`src/design/cmva_pkg.sv`:
```
// ----------------------------------------------------------------------------
// cmva_pkg
// Shared types, widths and arithmetic helpers for the column-streaming
// matrix-vector accumulator.
// ----------------------------------------------------------------------------
package cmva_pkg;

    localparam int VALUE_W = 32;
    localparam int ROW_W   = 10;
    localparam int SUM_W   = 64;

    localparam logic signed [SUM_W-1:0] SUM_MAX = {1'b0, {(SUM_W-1){1'b1}}};
    localparam logic signed [SUM_W-1:0] SUM_MIN = {1'b1, {(SUM_W-1){1'b0}}};

    typedef enum logic [1:0] {
        KIND_INT8  = 2'd0,
        KIND_INT16 = 2'd1,
        KIND_INT32 = 2'd2,
        KIND_Q16   = 2'd3
    } elem_kind_t;

    function automatic logic signed [VALUE_W-1:0] element_value(
        input elem_kind_t          kind,
        input logic [VALUE_W-1:0]  raw
    );
        logic signed [VALUE_W-1:0] e;
        unique case (kind)
            KIND_INT8:  e = {{(VALUE_W-8){raw[7]}}, raw[7:0]};
            KIND_INT16: e = {{(VALUE_W-16){raw[15]}}, raw[15:0]};
            KIND_INT32: e = raw;
            KIND_Q16:   e = raw;
            default:    e = raw;
        endcase
        return e;
    endfunction

    // Integer kinds: move Q16.16 up to Q32.32, saturating outside 48 bits.
    function automatic logic signed [SUM_W-1:0] scale_product(
        input elem_kind_t              kind,
        input logic signed [SUM_W-1:0] p
    );
        logic                    fits;
        logic signed [SUM_W-1:0] r;
        fits = (p[SUM_W-1:47] == '0) || (p[SUM_W-1:47] == '1);
        if (kind == KIND_Q16)
            r = p;
        else if (fits)
            r = {p[SUM_W-17:0], 16'h0000};
        else if (p[SUM_W-1])
            r = SUM_MIN;
        else
            r = SUM_MAX;
        return r;
    endfunction

    function automatic logic signed [SUM_W-1:0] sat_add(
        input logic signed [SUM_W-1:0] a,
        input logic signed [SUM_W-1:0] b
    );
        logic [SUM_W:0]          s;
        logic signed [SUM_W-1:0] r;
        s = {a[SUM_W-1], a} + {b[SUM_W-1], b};
        if (s[SUM_W] != s[SUM_W-1])
            r = s[SUM_W] ? SUM_MIN : SUM_MAX;
        else
            r = s[SUM_W-1:0];
        return r;
    endfunction

endpackage

```
`src/design/cmva_product.sv`:
```
// ----------------------------------------------------------------------------
// cmva_product
// Three-stage product path: element decode, 32x32 multiply, Q32.32 scaling.
// ----------------------------------------------------------------------------
module cmva_product
    import cmva_pkg::*;
(
    input  logic                      clk,
    input  logic                      adv,
    input  elem_kind_t                kind,
    input  logic signed [VALUE_W-1:0] matrix_value,
    input  logic signed [VALUE_W-1:0] weight,
    output logic signed [SUM_W-1:0]   prod
);

    logic signed [VALUE_W-1:0] elem_reg;
    logic signed [VALUE_W-1:0] weight_reg;
    logic signed [SUM_W-1:0]   mul_reg;
    logic signed [SUM_W-1:0]   prod_reg;

    always_ff @(posedge clk)
    begin
        if (adv)
        begin
            elem_reg   <= element_value(kind, matrix_value);
            weight_reg <= weight;
            mul_reg    <= SUM_W'(elem_reg) * SUM_W'(weight_reg);
            prod_reg   <= scale_product(kind, mul_reg);
        end
    end

    assign prod = prod_reg;

endmodule

```
`config.mk`:
```
export PLATFORM = sky130hd
export DESIGN_NAME = cmva_product
export DESIGN_NICKNAME = d
export VERILOG_FILES = /design/src/design/cmva_pkg.sv /design/src/design/cmva_product.sv
export SDC_FILE = /design/constraint.sdc
export NUM_CORES = 2
export LEC_CHECK = 0
export BUFFER_PORTS_ARGS = -buffer_cell sky130_fd_sc_hd__buf_4
export CAP_MARGIN = 10
export CORE_MARGIN = 10
export CORE_UTILIZATION = 50
export DETAILED_ROUTE_END_ITERATION = 6
export GPL_TIMING_DRIVEN = 1
export PLACE_DENSITY_LB_ADDON = 0.08
export SLEW_MARGIN = 20
export SYNTH_ARGS = -nofsm -noshare
export SYNTH_HDL_FRONTEND = slang
export SYNTH_SLANG_ARGS = --single-unit
export TNS_END_PERCENT = 20
```
`constraint.sdc`:
```
create_clock -name clk -period 7.5 [get_ports clk]
set_clock_uncertainty 0.2 [all_clocks]
set_input_delay 0.375 -clock clk [delete_from_list [all_inputs] [get_ports clk]]
set_output_delay 0.375 -clock clk [all_outputs]
set_load 0.02 [all_outputs]
```
==> impl_results.html <==
<table>
<tr><th>Metric</th><th>Value</th></tr>
<tr><th colspan="2">Critical path</th></tr>
<tr><td>Cell at the slowest stage of the critical path</td><td>fa_1</td></tr>
<tr><td>Worst setup SP type</td><td>register</td></tr>
<tr><td>Type of the worst setup path</td><td>reg2reg</td></tr>
<tr><td>WP data required</td><td>roughly 7500 ps</td></tr>
<tr><td>Worst Setup End Kind</td><td>register</td></tr>
<tr><td>Cells traversed along the worst timing path</td><td>buf_12, buf_4, and2_1, fa_1, inv_1, fa_1, fa_1, fa_1, inv_1, fa_1, fa_1, fa_1, fa_1, ha_1, buf_4, nand4_1, or3_4, o41ai_2, a21o_1, and4_1, nor3_2</td></tr>
<tr><td>Most used cell, CP</td><td>fa_1</td></tr>
<tr><td>Largest fanout on the critical path</td><td>8</td></tr>
<tr><td>Register-to-Register Path Depth</td><td>21</td></tr>
<tr><td>Largest stage delay on the critical path</td><td>slightly above 600 ps</td></tr>
<tr><td>WP data arrival</td><td>between 7000 and 8000 ps</td></tr>
<tr><th colspan="2">Cells and area</th></tr>
<tr><td>Most common library cell in the layout ignoring fill and taps</td><td>fa_1</td></tr>
<tr><td>Fin cells</td><td>5,758</td></tr>
<tr><td>Final-stage net count</td><td>5,935</td></tr>
<tr><td>Synth-to-Final Area Change</td><td>16.9%</td></tr>
<tr><td>Share of layout cells above drive strength 1</td><td>0.162</td></tr>
<tr><td>Commonest non-fill, non-tap cells in the layout</td><td>1,049 x fa_1, 932 x inv_1, 520 x nand2_1, 509 x and2_1, 468 x buf_4</td></tr>
<tr><th colspan="2">Clock network</th></tr>
<tr><td>Clock tree from TritonCTS</td><td>yes</td></tr>
<tr><td>Clock latency reported for the late side of the worst-skew pair</td><td>between 500 and 600 ps</td></tr>
<tr><td>Total CTS buffers</td><td>17</td></tr>
<tr><td>CTS HTree Levels</td><td>4</td></tr>
<tr><td>Cell chosen for the clock root</td><td>clkbuf_16</td></tr>
<tr><td>Number of buffers between clock root and the deepest sink</td><td>2</td></tr>
<tr><td>Sinks on the clock net</td><td>192</td></tr>
<tr><td>Reg clk slew, reported paths</td><td>90 ps</td></tr>
<tr><th colspan="2">Timing</th></tr>
<tr><td>Final setup viols</td><td>5</td></tr>
<tr><td>Worst slew margin</td><td>0.357</td></tr>
<tr><td>Least setup slack across all paths after layout</td><td>-106 ps</td></tr>
<tr><td>Final min period</td><td>around 7600 ps</td></tr>
<tr><td>Max Fclk</td><td>approximately 0.13 GHz</td></tr>
<tr><td>Worst Max-Slew Pin Slew</td><td>964 ps</td></tr>
<tr><td>Unrepaired setup endpoints after global routing</td><td>true</td></tr>
<tr><td>Final period utilization</td><td>1.01</td></tr>
<tr><td>Max Transition Viols Final</td><td>0</td></tr>
<tr><td>Final hold viol count</td><td>0</td></tr>
<tr><th colspan="2">Route</th></tr>
<tr><td>Initial DRT Pass Iterations</td><td>5</td></tr>
<tr><td>Per-cell routed wire length</td><td>approximately 20 um</td></tr>
<tr><td>Iteration-0 DRC Markers</td><td>~1,600</td></tr>
<tr><td>Mean number of vias per cell</td><td>5.13</td></tr>
<tr><td>Detailed-route via count</td><td>29,500</td></tr>
<tr><td>Overall routed net length</td><td>112,000 um</td></tr>
<tr><td>Number of nets with antenna violations after detailed routing</td><td>0</td></tr>
<tr><td>Residual DRC</td><td>0</td></tr>
<tr><th colspan="2">Floorplan</th></tr>
<tr><td>Width of the die</td><td>314 um</td></tr>
<tr><td>Area of the core region</td><td>85,400 um2</td></tr>
<tr><td>Die area</td><td>between 90,000 and 100,000 um2</td></tr>
<tr><td>Die extent in y</td><td>around 310 um</td></tr>
<tr><td>Row cnt</td><td>107</td></tr>
<tr><td>Count of pins on the block boundary</td><td>roughly 130</td></tr>
<tr><td>Initial Utilization</td><td>0.506</td></tr>
<tr><th colspan="2">Logic synthesis</th></tr>
<tr><td>Library cells used by synthesis</td><td>between 70 and 80</td></tr>
<tr><td>Syn_nets</td><td>5,549</td></tr>
<tr><td>Post-synth EDFFs</td><td>between 150 and 200</td></tr>
<tr><td>Most used flip-flop cell after synthesis</td><td>edfxtp_1</td></tr>
<tr><td>Post-synthesis sequential area ratio</td><td>0.133</td></tr>
<tr><td>Netlist area before placement</td><td>roughly 43,000 um2</td></tr>
<tr><td>Synthesized area divided by synthesized cell count</td><td>between 10 and 15 um2</td></tr>
<tr><td>Seq cells post-synth</td><td>approximately 190</td></tr>
<tr><td>Ys async rst share</td><td>0</td></tr>
<tr><td>Syn. warnings</td><td>0</td></tr>
<tr><td>Gate count after technology mapping</td><td>around 4,200</td></tr>
<tr><th colspan="2">Status</th></tr>
<tr><td>Result of the run</td><td>finished, violations left</td></tr>
<tr><td>Failing checks</td><td>negative setup slack</td></tr>
<tr><th colspan="2">GRT</th></tr>
<tr><td>Wire length of the first global-routing pass</td><td>about 180,000 um</td></tr>
<tr><td>Total routing resource utilization after global routing</td><td>0.237</td></tr>
<tr><td>Largest net degree at the start of global routing</td><td>90</td></tr>
<tr><td>Antenna violations before repair</td><td>1</td></tr>
<tr><td>Total congestion overflow</td><td>0</td></tr>
<tr><td>Vias in the first global route</td><td>~33,000</td></tr>
<tr><th colspan="2">Flow run</th></tr>
<tr><td>Max Cap Viol</td><td>0</td></tr>
<tr><th colspan="2">Hold path</th></tr>
<tr><td>Min-delay worst type</td><td>in2reg</td></tr>
<tr><td>Hold Path Cell Cnt</td><td>3</td></tr>
<tr><th colspan="2">Placed design</th></tr>
<tr><td>DP Cell Count</td><td>5,645</td></tr>
<tr><td>Count of buffers from port buffering</td><td>about 130</td></tr>
<tr><td>Routability Congestion</td><td>between 0.9 and 1</td></tr>
<tr><td>DP HPWL</td><td>slightly below 100,000 um</td></tr>
</table>
## layer usage
| layer | track usage | wire length, um | up-vias |
|---|---|---|---|
| met1 | 0.304 | 46800 | 15500 |
| met3 | 0.0255 | 3890 | 155 |
| met5 | 0 | 0 | - |
| met4 | 0.0644 | 3170 | 0 |
| li1 | - | - | 13200 |
| met2 | 0.421 | 58400 | 590 |
## final cells by class
class,count,area [um2]
Tap cell,1144,1430
Clock buffer,17,425
Multi-Input combinational cell,2832,33500
Fill cell,7389,34900
Antenna cell,1,2.50
Timing Repair Buffer,615,5660
Sequential cell,192,5770
Clock inverter,14,186
Inverter,943,3540
## cell usage after synthesis (all sizes together) (7+ instances only)
master | instances | share of area
nor2b | 7 | 0.0010
edfxtp | 192 | 0.13
o21ai | 44 | 0.0052
clkbuf | 236 | 0.022
nand2b | 16 | 0.0023
a21oi | 63 | 0.0079
and2 | 516 | 0.075
o21a | 13 | 0.0025
a211oi | 8 | 0.0017
nor4 | 7 | 0.0010
xnor2 | 54 | 0.011
o21bai | 9 | 0.0017
a221o | 47 | 0.011
nand2 | 528 | 0.046
nand3 | 9 | 0.0010
ha | 184 | 0.053
nand4 | 28 | 0.0042
buf | 8 | 0.0014
a21o | 68 | 0.012
xor2 | 17 | 0.0034
fa | 1082 | 0.50
nor2 | 65 | 0.0056
inv | 943 | 0.082
nor3 | 9 | 0.0013
## path summary, 6_finish.rpt
check / startpoint / endpoint / slack, ps
max: weight_reg[11] / mul_reg[63] / -110
min reg2reg: mul_reg[1] / prod[1] / 380
max reg2reg: weight_reg[11] / mul_reg[63] / -110
min: matrix_value[9] / elem_reg[9] / 40
## per-stage QoR
| stage | setup slack [ps] | utilization | cell area (um2) | hold slack (ps) | setup TNS [ps] |
|---|---|---|---|---|---|
| 2_1_floorplan | -176 | - | 43300 | 274 | -450 |
| 3_3_place_gp | -255 | 0.566 | 48400 | 353 | -1770 |
| 3_5_place_dp | -367 | 0.566 | 48400 | 354 | -2450 |
| 4_1_cts | -57.4 | 0.585 | 50000 | 12.2 | -210 |
| 5_1_grt | -335 | 0.591 | 50500 | 73.9 | -3710 |
| 6_report | -106 | 0.591 | 50500 | 40.4 | -256 |
## critical path, delay by kind of cell (launching register included)
| family | cells | cell delay (ps) |
|---|---|---|
| AOI/OAI and AO/OA | 2 | 630 |
| DFF | 1 | 480 |
| and+or+nand+nor | 5 | 1010 |
| adders and majority gates | 9 | 4420 |
| buffers and inverters | 5 | 600 |
## timing repair
action,in CTS,in global routing
setup buffers,11,8
pin swaps,35,57
endpoints found under the hold margin,59,0
gates cloned,0,3
hold buffers,59,0
resized for setup,72,92
endpoints found under the setup margin,21,28
## kinds of logic after synthesis
family,Yosys count,synth area share
buf+inv,1191,0.106
mux,1,0.000232
fa+ha+maj,1266,0.555
simple gates,1203,0.140
flops,192,0.133
xor+xnor,71,0.0144
compound gates,291,0.0506
Power is not shown: default switching activity piles up to over one toggle a cycle in this logic, so the estimate is an artifact.
